<file path="config.mk">
export PLATFORM = sky130hd
export DESIGN_NAME = hne_ctrl
export DESIGN_NICKNAME = d
export VERILOG_FILES = /design/src/rtl/hne_pkg.sv /design/src/rtl/hne_ctrl.sv
export SDC_FILE = /design/constraint.sdc
export NUM_CORES = 1
export LEC_CHECK = 0
export CAP_MARGIN = 10
export CORE_MARGIN = 10
export CORE_UTILIZATION = 45
export CTS_CLUSTER_DIAMETER = 50
export CTS_CLUSTER_SIZE = 24
export DETAILED_ROUTE_END_ITERATION = 16
export DONT_BUFFER_PORTS = 1
export MAX_ROUTING_LAYER = met4
export SYNTH_ARGS = -nofsm -noshare
export SYNTH_HDL_FRONTEND = slang
export SYNTH_SLANG_ARGS = --single-unit
</file>
<file path="constraint.sdc">
create_clock -name clk -period 2.81 [get_ports clk]
set_input_delay 0.1405 -clock clk [delete_from_list [all_inputs] [get_ports clk]]
set_output_delay 0.1405 -clock clk [all_outputs]
set_load 0.01 [all_outputs]
</file>
<file path="src/rtl/hne_pkg.sv">
// Shared types and constants for the heightmap normal engine.
// Used by hne_ctrl, hne_dp and heightmap_normal_engine; depends on nothing.
package hne_pkg;

    localparam int RD_TAPS    = 5;   // west, east, north, south, center
    localparam int SQ_STEPS   = 4;   // three squares plus one drain step
    localparam int SQRT_STEPS = 32;  // one result bit per step
    localparam int DIV_STEPS  = 15;  // quotient never exceeds 16384
    localparam int NUM_COMPS  = 3;

    typedef enum logic [3:0] {
        OP_NONE,
        OP_WRITE,
        OP_LOAD,
        OP_READ,
        OP_MUL,
        OP_SHIFT,
        OP_SQ,
        OP_SQRT_INIT,
        OP_SQRT,
        OP_DIV_INIT,
        OP_DIV,
        OP_DIV_STORE,
        OP_OUT
    } hne_op_t;

    typedef struct packed {
        hne_op_t    op;
        logic [4:0] step;
        logic [1:0] comp;
    } hne_cmd_t;

    typedef struct packed {
        logic in_valid;
        logic in_query;
        logic out_free;
    } hne_stat_t;

endpackage

</file>
<file path="src/rtl/hne_ctrl.sv">
// Sequencer for the heightmap normal engine: passes writes on from idle and walks one query through
// grid reads, slope products, square root and three divisions. Uses hne_pkg.
module hne_ctrl
(
    input  logic               clk,
    input  logic               rst_n,
    input  hne_pkg::hne_stat_t stat,
    output logic               in_ready,
    output hne_pkg::hne_cmd_t  cmd
);

    typedef enum logic [3:0] {
        S_IDLE,
        S_READ,
        S_DRAIN,
        S_MUL,
        S_SHIFT,
        S_SQ,
        S_SQRT_INIT,
        S_SQRT,
        S_DIV_INIT,
        S_DIV,
        S_DIV_STORE,
        S_DONE
    } state_t;

    state_t     state_reg;
    logic [4:0] cnt_reg;
    logic [1:0] comp_reg;
    logic       in_ready_reg;

    assign in_ready = in_ready_reg;

    always_comb
    begin
        cmd.op   = hne_pkg::OP_NONE;
        cmd.step = cnt_reg;
        cmd.comp = comp_reg;
        unique case (state_reg)
            S_IDLE:
            begin
                if (stat.in_valid)
                begin
                    cmd.op = stat.in_query ? hne_pkg::OP_LOAD : hne_pkg::OP_WRITE;
                end
            end
            S_READ:      cmd.op = hne_pkg::OP_READ;
            S_DRAIN:     cmd.op = hne_pkg::OP_NONE;
            S_MUL:       cmd.op = hne_pkg::OP_MUL;
            S_SHIFT:     cmd.op = hne_pkg::OP_SHIFT;
            S_SQ:        cmd.op = hne_pkg::OP_SQ;
            S_SQRT_INIT: cmd.op = hne_pkg::OP_SQRT_INIT;
            S_SQRT:      cmd.op = hne_pkg::OP_SQRT;
            S_DIV_INIT:  cmd.op = hne_pkg::OP_DIV_INIT;
            S_DIV:       cmd.op = hne_pkg::OP_DIV;
            S_DIV_STORE: cmd.op = hne_pkg::OP_DIV_STORE;
            S_DONE:      cmd.op = stat.out_free ? hne_pkg::OP_OUT : hne_pkg::OP_NONE;
            default:     cmd.op = hne_pkg::OP_NONE;
        endcase
    end

    always_ff @(posedge clk or negedge rst_n)
    begin
        if (!rst_n)
        begin
            state_reg    <= S_IDLE;
            cnt_reg      <= '0;
            comp_reg     <= '0;
            in_ready_reg <= 1'b1;
        end
        else
        begin
            unique case (state_reg)
                S_IDLE:
                begin
                    if (stat.in_valid && stat.in_query)
                    begin
                        state_reg    <= S_READ;
                        cnt_reg      <= '0;
                        in_ready_reg <= 1'b0;
                    end
                end
                S_READ:
                begin
                    if (cnt_reg == 5'(hne_pkg::RD_TAPS - 1))
                    begin
                        state_reg <= S_DRAIN;
                    end
                    cnt_reg <= cnt_reg + 5'd1;
                end
                S_DRAIN: state_reg <= S_MUL;
                S_MUL:   state_reg <= S_SHIFT;
                S_SHIFT:
                begin
                    state_reg <= S_SQ;
                    cnt_reg   <= '0;
                end
                S_SQ:
                begin
                    if (cnt_reg == 5'(hne_pkg::SQ_STEPS - 1))
                    begin
                        state_reg <= S_SQRT_INIT;
                    end
                    cnt_reg <= cnt_reg + 5'd1;
                end
                S_SQRT_INIT:
                begin
                    state_reg <= S_SQRT;
                    cnt_reg   <= '0;
                end
                S_SQRT:
                begin
                    if (cnt_reg == 5'(hne_pkg::SQRT_STEPS - 1))
                    begin
                        state_reg <= S_DIV_INIT;
                        comp_reg  <= '0;
                    end
                    cnt_reg <= cnt_reg + 5'd1;
                end
                S_DIV_INIT:
                begin
                    state_reg <= S_DIV;
                    cnt_reg   <= '0;
                end
                S_DIV:
                begin
                    if (cnt_reg == 5'(hne_pkg::DIV_STEPS - 1))
                    begin
                        state_reg <= S_DIV_STORE;
                    end
                    cnt_reg <= cnt_reg + 5'd1;
                end
                S_DIV_STORE:
                begin
                    if (comp_reg == 2'(hne_pkg::NUM_COMPS - 1))
                    begin
                        state_reg <= S_DONE;
                    end
                    else
                    begin
                        state_reg <= S_DIV_INIT;
                        comp_reg  <= comp_reg + 2'd1;
                    end
                end
                S_DONE:
                begin
                    if (stat.out_free)
                    begin
                        state_reg    <= S_IDLE;
                        in_ready_reg <= 1'b1;
                    end
                end
                default: state_reg <= S_IDLE;
            endcase
        end
    end

endmodule

</file>
# After elaboration in Yosys (flattened, before gate mapping)
# Cells that the tools add are included.
[word_totals]
input_bits = 5
register_bits = 12
out_inout_bits = 12
elab_cells = 60
[op_classes]
n_mux = 20
addsub = 2
eq_ne = 23
reduce_logical = 11
[op_table]
columns = ["cell", "count"]
rows = [
  ["one-hot mux 4 bit (12 select lines)", 1],
  ["one-hot mux 4 bit (11 select lines)", 1],
  ["two-way mux 4 bit", 7],
  ["== test 4 x 3 -> 1 bit, second input constant", 4],
  ["== test 4 bit, second input constant", 4],
  ["one-hot mux 5 bit (3 select lines)", 1],
  ["!= test 2 bit, second input constant", 7],
  ["two-way mux 2 bit", 5],
  ["== test 4 x 2 -> 1 bit, second input constant", 2],
  ["AND reduction 3 bit", 2],
  ["AND reduction 6 bit", 1],
  ["adder 5 x 1 -> 5 bit, second input constant", 1],
  ["== test 5 x 2 -> 1 bit, second input constant", 1],
  ["== test 5 x 3 -> 1 bit, second input constant", 1],
  ["== test 5 x 4 -> 1 bit, second input constant", 1],
  ["== test 5 bit, second input constant", 1],
  ["two-way mux 5 bit", 1],
  ["== test 4 x 1 -> 1 bit, second input constant", 1],
  ["logical NOT 4 bit", 1],
  ["one-hot mux 2 bit (2 select lines)", 1],
  ["nonzero test 2 bit", 2],
  ["OR reduction 4 bit", 1],
  ["nonzero test 3 bit", 1],
  ["OR reduction 3 bit", 1],
  ["other kinds (6)", 7],
]

# Logic depth before layout (Yosys ltp)
# Gate-level depths: netlist of the first run.
[logic_depth]
ltp_word = 4
ltp_mapped = 8
mapped_depth_nobuf = 8

# Least setup slack after synthesis of the first run
# Ideal clock, no wire load.
[synth_timing]
kind = "flip-flop to flip-flop"
startpoint = "register cnt_reg[1]"
endpoint = "register state_reg[1]"
stages_incl_launch_ff = 8
synth_period_minus_slack_ns = 1.862
n_path_buf = 0
setup_slack_ns = 0.948
setup_ns = 0.125
arrival_time_ns = 1.737
required_ns = 2.685
path_cell_list = "dfrtp_1 -> ha_1 -> and3_1 -> ha_1 -> nor2_1 -> a22o_1 -> a21oi_2 -> mux2_4"
[synth_between]
elab_chain_cells = 3
word_cells_on_any_way = 9
classes_between = "eq/ne: 8; reduce/logical: 1"
[synth_lines]
columns = ["item", "line_no", "rtl"]
rows = [
  ["start: declaration", "hne_ctrl.sv:28", "logic [4:0] cnt_reg;"],
  ["start signal: assignment", "hne_ctrl.sv:89", "cnt_reg <= cnt_reg + 5'd1;"],
  ["start signal: assignment", "hne_ctrl.sv:104", "cnt_reg <= cnt_reg + 5'd1;"],
  ["start signal: assignment", "hne_ctrl.sv:118", "cnt_reg <= cnt_reg + 5'd1;"],
  ["== test 5 x 4 -> 1 bit, or another cell as far along", "hne_ctrl.sv:127", "if (cnt_reg == 5'(hne_pkg::DIV_STEPS - 1))"],
  ["!= test 2 bit (no line)", "n/a", ""],
  ["AND reduction 6 bit (no line) *", "n/a", ""],
  ["end signal: assignment", "hne_ctrl.sv:129", "state_reg <= S_DIV_STORE;"],
  ["end signal: assignment", "hne_ctrl.sv:137", "state_reg <= S_DONE;"],
  ["end signal: assignment", "hne_ctrl.sv:141", "state_reg <= S_DIV_INIT;"],
  ["end: declaration", "hne_ctrl.sv:27", "state_t state_reg;"],
]
# Mark *: on every way between the ends. The rest lies on a longest branch, timed or not.
# A chain may end at the register's enable or synchronous reset.

# Final worst setup path of the first run
[layout_timing]
startpoint = "register cnt_reg[0]"
endpoint = "register state_reg[1]"
# Same word-level chain as after synthesis.

==> reports/qor.yml, run 1 <==
yosys:
  yosys.area_share.adder_pct: 7.17
  synth.area.mux_share_pct: 1.72
  synthTopCellsByArea: "dfrtp_1 32%, ha_1 7.2%, o21ai_0 6.3%, nand2_1 6.0%, nor2_1 4.3%"
  synthCells: 108
  synth-seq-cells: 12
  synth_fp_nets: 118
  yosysTopAreaCell: "dfrtp_1"
  synth_top_family_by_area: "simple AND/OR/NAND/NOR gates"
  ys.flop_type: "dfrtp_1"
  synthDistinctLibCells: 37
  ys_warn_count: 0
  yosys.area.top_type_share_pct: 31.6
  async_reset_ff_share_pct: 100
  synth-compound-area-share_pct: 22.8
  synth-xor-area-share_pct: 0
  yosys.area_share.simple_pct: 26.8
  synth_most_common_cell: "nand2_1"
  yosys-top-cells-count: "14 x nand2_1, 11 x dfrtp_1, 11 x o21ai_0"
  synth.avg_cell_area_um2: 8.07
  synth_area_um2: 872
  synth.yosys.seq_area_share_pct: 34.6
  synth_enable_flop_cells: 0
global_route:
  grt_usage_pct: 10.3
  globalRouteOverflowTotal: 0
  grt_pass1_wl_um: 3360
  grt_max_degree: 21
  grt_pass1_vias: 699
  antenna_found_initial: 0
critical_path:
  cp.arrival_ns: 2.16
  critPathCaptureType: "flop"
  rrSetupSlack_ns: 0.81
  ff2ff_path_depth: 7
  rr_startpoint: "cnt_reg[0]"
  worst_path_dominant_cell_family: "flip-flops"
  max_stage_delay_ns: 0.49
  worstPathCellList: "ha_1 > and3_1 > ha_1 > nor2_1 > a22o_1 > a21oi_2 > mux2_4"
  start_kind: "flop"
  crit_top_cell: "ha_1"
  crit_start: "cnt_reg[0]"
  worst-path-stages: 7
  worstPathMaxFanout: 6
  critPathKind: "reg2reg"
  crit_buf_inv: 0
  worst_ep_required_time_ns: 2.97
  r2r_end: "state_reg[1]"
  slowest_stage: "dfrtp_1"
clock_tree:
  cts_root_buf: "clkbuf_4"
  post-cts-setup-buffers: 0
  tritoncts: "built"
  cts_buffers: 3
  cts_max_level: 1
  clock_path_buffers: 2
  clk_pin_slew_worst_paths_ns: 0.08
  clock_sinks: 12
  cts_resized: 0
  clk_latency_ns: 0.27
finish:
  largest_register_ff_count: 5
  antenna_cells: 0
  final_util_pct: 51.6
  drive_above_1_share_pct: 9.17
  layout.nets: 120
  syn2layout_area_growth_pct: 5.45
drt:
  antenna_left: 0
  drtPass1Iterations: 4
  wire_per_inst_um: 14.3
  drt_iter0_markers: 52
  num_vias: 748
  route.detailed.drc: 0
  vias_per_cell: 5.58
  totalWireLength_um: 1920
power:
  p_total_mw: 0.858
  max-vdd-ir-drop_mv: 0.374
  p_per_area_nw_per_um2: 933
  power.leakage_nw: 0.400
floorplanning:
  die_width_um: 64.0
  die_area_um2: 4100
  ios: 17
  rows: 15
  coreArea_um2: 1780
  start_util_pct: 48.9
  die_y_um: 64.0
timing:
  worst_slew_pin_slew_ns: 0.576
  hold_violations: 0
  rsz0062_at_grt: "false"
  slew_violations: 0
  skew_ns: 0.00117
  finalSetupTns_ns: 0
  fin_crit_ns: 2.00
  slew_headroom_pct: 61.5
  fin_crit_sh_pct: 71.3
  timing.fmax_mhz: 499
  setup_viol: 0
worst_hold_path:
  hold_path_end: "in_ready"
  hold_path.class: "in2reg"
  min_path_cells: 2
  hold_start: "stat[2]"
placed_design:
  port_buffers: 0
  place_hpwl_um: 1420
  globalplace.congestion: 0.766
run_status:
  status: "finished clean"
job:
  cap_violations: 0
## per-stage QoR
stage                     setup WS, ns  instance area (um^2)  hold WS [ns]  cells
after floorplan                  0.948                   872        -0.155    108
after global placement           0.862                   873        -0.155    128
after detailed placement         0.818                   873        -0.155    128
after CTS                        0.807                   910       0.00431    133
after global routing             0.686                   920        0.0566    134
final                            0.806                   920        0.0606    134
## worst max-delay path by stage
stage / endpoint / slack (ns)
3_3_place_gp: state_reg[1] / 0.86
3_5_place_dp: state_reg[1] / 0.82
6_report: state_reg[1] / 0.81
2_1_floorplan: state_reg[1] / 0.95
5_1_grt: cmd[7] / 0.69
4_1_cts: state_reg[1] / 0.81
## placed cells by master (no fill, tap or decap), types with 3 or more instances in the layout
master    netlist  final
nand2b_1        3      3
inv_1           6      6
dfrtp_1        11     11
nand2_1        14     14
nand3_1         3      3
a21oi_1         6      6
o21ai_0        11     11
o22ai_1         3      3
clkbuf_4        0      3
ha_1            5      5
nor2_1         10     10
## routing by layer
| layer | up-vias | global-route usage [%] | part of all wire, % |
|---|---|---|---|
| li1 | 386 | - | - |
| met1 | 343 | 13.1 | 49 |
| met2 | 17 | 13.1 | 42 |
| met3 | 2 | 5.05 | 8.8 |
| met4 | 0 | 4.64 | 0.68 |
| met5 | - | - | 0 |
## layout make-up
class,count,area [um^2]
multi-input cells,84,510
inverters,6,22.5
flip-flops and latches,12,302
fillers,181,863
clock buffers,4,26.3
well taps,25,31.3
repair buffers,3,27.5
## report_power, final
group,internal [mW],leakage (nW),switching (mW)
sequential,0.229,0.145,0.113
clock,0.0549,0.0150,0.0584
combinational,0.180,0.241,0.224
## worst register-to-register path, stage by stage (launching register included)
cell and delay (ns):
dfrtp_1 0.49, ha_1 0.25, and3_1 0.17, ha_1 0.21
nor2_1 0.06, a22o_1 0.23, a21oi_2 0.18, mux2_4 0.31
## timing repair
item / 4_1_cts / 5_1_grt
hold endpoints to repair: 12 / 1
endpoints found under the setup margin: 0 / 0
hold buffers: 1 / 1
## cells by family after synthesis
group           after synthesis
buf+inv                      12
mux                           1
simple gates                 46
flops                        12
fa+ha+maj                     5
compound gates               32
Note: power is estimated with default switching activity, not from simulation.
==> run 2, diff against run 1 <==
ABC_AREA = 1   (was default)
clock period = 1.8 ns   (was 2.81 ns; I/O delays follow)
==> run 2 against run 1 <==
Routed wire length is 19% higher. Sequential cell count did not move. Clock power rose by 59%. Total power increased by 84%. Core utilization is 0.78 points higher. Combinational power rose by 130%. Count of clock-buffer cells in the layout unchanged. Via count is 22% higher. Critical path type is now reg2out. Critical endpoint is now cmd[8].
==> reports/qor.yml, run 2 <==
yosys:
  synth_enable_flop_cells: 0  # unchanged
  synth_area_um2: 927  # +6.3%
  synthDistinctLibCells: 23  # -38%
  synth_most_common_cell: "nand2_1"
  ys.flop_type: "dfrtp_1"
  synth.avg_cell_area_um2: 6.87  # -15%
  yosys.area.top_type_share_pct: 29.7  # -1.9 points
  synth_fp_nets: 145  # +23%
  ys_warn_count: 0  # unchanged
  yosysTopAreaCell: "dfrtp_1"
  async_reset_ff_share_pct: 100  # unchanged
  synth.yosys.seq_area_share_pct: 32.5  # -2.1 points
  synth-seq-cells: 12  # unchanged
  synthTopCellsByArea: "dfrtp_1 30%, nand2_1 17%, inv_1 6.9%, ha_1 6.7%, nand3_1 6.5%"
  yosys-top-cells-count: "42 x nand2_1, 17 x inv_1, 12 x nand3_1"
  synthCells: 135  # +25%
finish:
  instances_no_fill: 170  # +27%
  antenna_cells: 0  # unchanged
  syn2layout_area_growth_pct: 10.8
  nFillCells: 214  # +18%
  largest_register_ff_count: 5  # unchanged
  mostFrequentLayoutCells: "42 x nand2_1, 17 x inv_1, 12 x nand3_1"
  final_common_cell: "nand2_1"
  layout.nets: 154  # +28%
  drive_above_1_share_pct: 17.5  # +8.3 points
clock_tree:
  cts_max_level: 1  # unchanged
  clk_latency_ns: 0.27  # about the same
  cts_buffers: 3  # unchanged
  clk_pin_slew_worst_paths_ns: 0.08  # about the same
  clock_sinks: 12  # unchanged
  clock_path_buffers: 2  # unchanged
  cts_root_buf: "clkbuf_4"
  tritoncts: "built"
floorplanning:
  die_y_um: 65.4  # +2.1%
  rows: 16  # +1
  die_area_um2: 4280  # +4.3%
  start_util_pct: 47.3  # -1.7 points
  ios: 17  # unchanged
  coreArea_um2: 1960  # +10%
  die_width_um: 65.4  # +2.1%
placed_design:
  globalplace.congestion: 0.877  # +15%
  place_hpwl_um: 1810  # +28%
  port_buffers: 0  # unchanged
  dp_cells: 164  # +28%
global_route:
  antenna_found_initial: 0  # unchanged
  grt_max_degree: 13  # -38%
  grt_usage_pct: 11.6  # +1.4 points
  grt_pass1_vias: 808  # +16%
  grt_pass1_wl_um: 3840  # +14%
  globalRouteOverflowTotal: 0  # unchanged
power:
  pwr-share-seq_pct: 29.1  # -11 points
  power_switching_mw: 0.839  # +110%
  p_per_area_nw_per_um2: 1540  # +65%
  p_total_mw: 1.58  # +84%
  power.leakage_nw: 0.518  # +29%
  max-vdd-ir-drop_mv: 0.834  # +120%
  p_int_mw: 0.740  # +60%
  p_comb_share_pct: 59.5  # +12 points
  clkPwrFrac_pct: 11.4  # -1.8 points
  netSwitchingFraction_pct: 53.2  # +7.1 points
drt:
  wire_per_inst_um: 13.5  # -5.8%
  num_vias: 915  # +22%
  totalWireLength_um: 2290  # +19%
  vias_per_cell: 5.38  # -3.6%
  drt_iter0_markers: 58  # +12%
  route.detailed.drc: 0  # unchanged
  drtPass1Iterations: 5  # +1
  antenna_left: 0  # unchanged
timing:
  rsz0062_at_grt: "false"
  slew_violations: 0  # unchanged
  timing.hold.ws_ns: 0.127  # +0.0664 ns
  slew_headroom_pct: 62.6  # +1.2 points
  fin_crit_ns: 1.68
  fin_crit_sh_pct: 93.6
  timing.fmax_mhz: 594
  setup_viol: 0  # unchanged
  hold_violations: 0  # unchanged
  skew_ns: 0.00335  # +0.00217 ns
  finalSetupTns_ns: 0  # unchanged
  worst_slew_pin_slew_ns: 0.559  # -0.0172 ns
critical_path:
  worst_ep_required_time_ns: 1.71  # -1.26 ns
  slowest_stage: "dfrtp_1"
  worstPathMaxFanout: 6  # unchanged
  cp.arrival_ns: 1.59  # -0.57 ns
  worstPathCellList: "inv_1 > nand2_1 > nor2_2 > a21oi_1 > o2111ai_1"
  start_kind: "flop"
  critPathKind: "reg2out"
  max_stage_delay_ns: 0.46  # -0.03 ns
  critPathCaptureType: "output port"
job:
  cap_violations: 0  # unchanged
worst_hold_path:
  hold_path.class: "in2reg"
run_status:
  status: "finished clean"
[run 2: cell count changes in the layout (fill, tap and decap cells not counted), sizes merged, moves of 3 or more]
cell	delta
nand2b	-3
inv	+13
nand2	+31
nor2	+8
o22ai	-3
nand3	+11
a21oi	-5
[run 2: per-stage QoR]
step           area [um^2]  setup slack (ns)  util [%]
6_report              1030             0.115      52.4
5_1_grt               1030            0.0271      52.4
4_1_cts               1020            0.0880      51.9
3_5_place_dp           972             0.283      49.6
3_3_place_gp           972             0.279      49.6
2_1_floorplan          927             0.302         -
[run 2: critical path, delay by kind of cell, from the launching register on]
kind	cells	cell delay, ns
flip-flops	1	0.46
AO/OA/AOI/OAI	2	0.45
AND/OR/NAND/NOR	2	0.25
buffers and inverters	1	0.16
[run 2: per-layer routing]
metal | part of all wire (%) | vias up | GRT usage, %
met5 | 0 | - | -
met4 | 1.7 | 0 | 5.61
met3 | 8.3 | 5 | 2.88
met2 | 42 | 31 | 17.1
met1 | 48 | 421 | 14.5
li1 | - | 458 | -
[run 2: power groups by stage]
stage	Sequential (mW)	Clock (mW)	Combinational [mW]
floorplan	0.454	0	0.701
global placement	0.459	0	0.891
detailed placement	0.459	0	0.913
CTS	0.453	0.188	0.926
global route	0.469	0.203	1.08
finish	0.459	0.180	0.940
[run 2: cells by family after synthesis]
logic type / after synthesis / share of synthesized area (%)
buffers and inverters: 20 / 8.91
adders and majority gates: 5 / 6.75
and+or+nand+nor: 79 / 39.8
AOI/OAI and AO/OA: 19 / 12.0
DFF: 12 / 32.5
[run 2: path summary, 6_finish.rpt]
check,startpoint,to,cells after the start,slack (ns)
setup / recovery,state_reg[0],cmd[8],5,0.12
hold / removal,stat[2],in_ready,5,0.13
setup reg to reg,cnt_reg[0],state_reg[0],10,0.25
max in group asynchronous,rst_n,state_reg[2],1,1.16
hold reg to reg,in_ready,in_ready,2,0.49
min in group asynchronous,rst_n,comp_reg[1],1,0.24
[run 2: area by class of cell]
type / count / area [um^2] / area share [%]
repair buffers: 5 / 42.5 / 4.14
inverters: 19 / 71.3 / 6.94
well taps: 27 / 33.8 / 3.29
clock buffers: 4 / 26.3 / 2.56
flip-flops and latches: 12 / 303 / 29.5
multi-input cells: 103 / 551 / 53.6
[run 2: what timing repair did]
| item | 4_1_cts | 5_1_grt |
|---|---|---|
| hold endpoints to repair | 13 | 0 |
| endpoints found under the setup margin | 0 | 3 |
| resized for setup | 0 | 2 |
| buffers inserted | 0 | 0 |
| hold buffers | 2 | 0 |
==> run 3, diff against run 2 <==
CORE_MARGIN = 2   (was 10)
==> run 3 against run 2 <==
Count of clock-buffer cells in the layout stayed put. Via count is 1.5% lower. Total power is 0.86% higher. Largest cell class unchanged.
==> reports/qor.yml, run 3 (synthesis results as in run 2) <==
run_status:
  status: "finished clean"
clock_tree:
  cts_resized: 0  # unchanged
  clk_pin_slew_worst_paths_ns: 0.09  # about the same
  clk_latency_ns: 0.29  # +0.02 ns
  clock_sinks: 12  # unchanged
  cts_buffers: 3  # unchanged
  cts_max_level: 1  # unchanged
  post-cts-setup-buffers: 0  # unchanged
  cts_root_buf: "clkbuf_4"
  tritoncts: "built"
  hold_buffers: 2  # unchanged
  clock_path_buffers: 2  # unchanged
critical_path:
  r2r_end: "state_reg[2]"
  cp.arrival_ns: 1.60  # about the same
  critPathKind: "reg2out"
  worst_ep_required_time_ns: 1.71  # about the same
  start_kind: "flop"
  ff2ff_path_depth: 10  # unchanged
  rr_startpoint: "cnt_reg[0]"
  worstPathMaxFanout: 8  # +2
  rrSetupSlack_ns: 0.22  # -0.03 ns
  critPathCaptureType: "output port"
timing:
  worst_slew_pin_slew_ns: 0.567  # +0.00797 ns
  hold_violations: 0  # unchanged
  slew_headroom_pct: 62.1  # -0.53 points
  slew_violations: 0  # unchanged
  finalSetupTns_ns: 0  # unchanged
  skew_ns: 0.00304  # -0.000309 ns
  worst_slack_ns: 0.111  # -0.00408 ns
  setup_viol: 0  # unchanged
  timing.fmax_mhz: 592  # -0.24%
  fin_crit_sh_pct: 93.8  # +0.23 points
  fin_crit_ns: 1.69  # +0.00408 ns
  rsz0062_at_grt: "false"
placed_design:
  port_buffers: 0  # unchanged
  globalplace.congestion: 0.909  # +3.7%
  place_hpwl_um: 1620  # -11%
  dp_cells: 164  # unchanged
  post-place-ws_ns: 0.240  # -0.0435 ns
global_route:
  grt_pass1_wl_um: 3510  # -8.8%
  grt_max_degree: 13  # unchanged
  globalRouteOverflowTotal: 0  # unchanged
  antenna_found_initial: 0  # unchanged
  grt_pass1_vias: 824  # +2.0%
  grt_usage_pct: 19.1  # +7.4 points
finish:
  instances_no_fill: 170  # unchanged
  syn2layout_area_growth_pct: 10.9
  largest_register_ff_count: 5  # unchanged
  mostFrequentLayoutCells: "42 x nand2_1, 17 x inv_1, 12 x nand3_1"
  antenna_cells: 0  # unchanged
  layout.nets: 154  # unchanged
  final_util_pct: 52.4  # +0.064 points
  final_common_cell: "nand2_1"
  drive_above_1_share_pct: 16.8  # -0.70 points
  nFillCells: 205  # -4.2%
power:
  max-vdd-ir-drop_mv: 0.833  # -0.14%
  power.leakage_nw: 0.523  # +1.1%
  p_per_area_nw_per_um2: 1550  # +0.74%
  p_total_mw: 1.59  # +0.86%
drt:
  route.detailed.drc: 0  # unchanged
  num_vias: 901  # -1.5%
  totalWireLength_um: 2080  # -9.1%
  drtPass1Iterations: 4  # -1
  wire_per_inst_um: 12.3  # -9.1%
  drt_iter0_markers: 28  # -52%
  antenna_left: 0  # unchanged
  vias_per_cell: 5.30  # -1.5%
worst_hold_path:
  min_path_cells: 5  # unchanged
  hold_start: "stat[2]"
  hold_path.class: "in2reg"
  hold_path_end: "in_ready"
floorplanning:
  rows: 16  # unchanged
  die_area_um2: 2440  # -43%
  start_util_pct: 47.3  # unchanged
  die_y_um: 49.4  # -24%
  ios: 17  # unchanged
  coreArea_um2: 1960  # unchanged
  die_width_um: 49.4  # -24%
job:
  cap_violations: 0  # unchanged
run 3: changes by cell type in the layout (fill, tap and decap cells not counted):
cell and delta:
dfrtp_2 -1, clkbuf_8 +1, o311ai_1 +1, clkbuf_1 -1, o311ai_2 -1, dfrtp_1 +1
run 3: how the worst max path moves through the flow:
stage	cells after the start	end	from	slack, ns
after floorplan	9	state_reg[1]	cnt_reg[0]	0.30
after global placement	9	state_reg[1]	cnt_reg[0]	0.24
after detailed placement	9	state_reg[3]	cnt_reg[0]	0.24
after CTS	3	cmd[7]	state_reg[2]	0.10
after global routing	5	cmd[8]	state_reg[2]	0.02
final	3	cmd[7]	state_reg[2]	0.11
run 3: critical path, stage by stage, from the launching register on:
cell and delay (ns):
dfrtp_1 0.51, nor2_2 0.29, nand2_1 0.11, o311ai_1 0.41
run 3: stage by stage:
step / hold WS (ns) / instance area, um^2
after global placement: -0.205 / 972
after global routing: 0.161 / 1030
after detailed placement: -0.205 / 972
after CTS: 0.113 / 1030
final: 0.102 / 1030
after floorplan: -0.206 / 927
run 3: area by class of cell:
class	instances	area, um^2	share of cell area, %
flip-flops and latches	12	302	29.3
inverters	19	71.3	6.93
multi-input cells	103	543	52.8
well taps	27	33.8	3.28
repair buffers	5	42.5	4.14
clock buffers	4	36.3	3.53
run 3: metal layers:
layer,GRT usage (%),vias to the layer above,share of wire [%]
met5,-,-,0
met4,8.33,0,2.2
met3,3.07,5,6.7
met2,29.1,32,44
met1,25.1,412,47
li1,-,452,-
run 3: power breakdown:
group | switching (mW) | internal, mW | total [mW]
Combinational | 0.612 | 0.295 | 0.906
Clock | 0.106 | 0.123 | 0.229
Sequential | 0.109 | 0.348 | 0.457
Total | 0.827 | 0.766 | 1.59
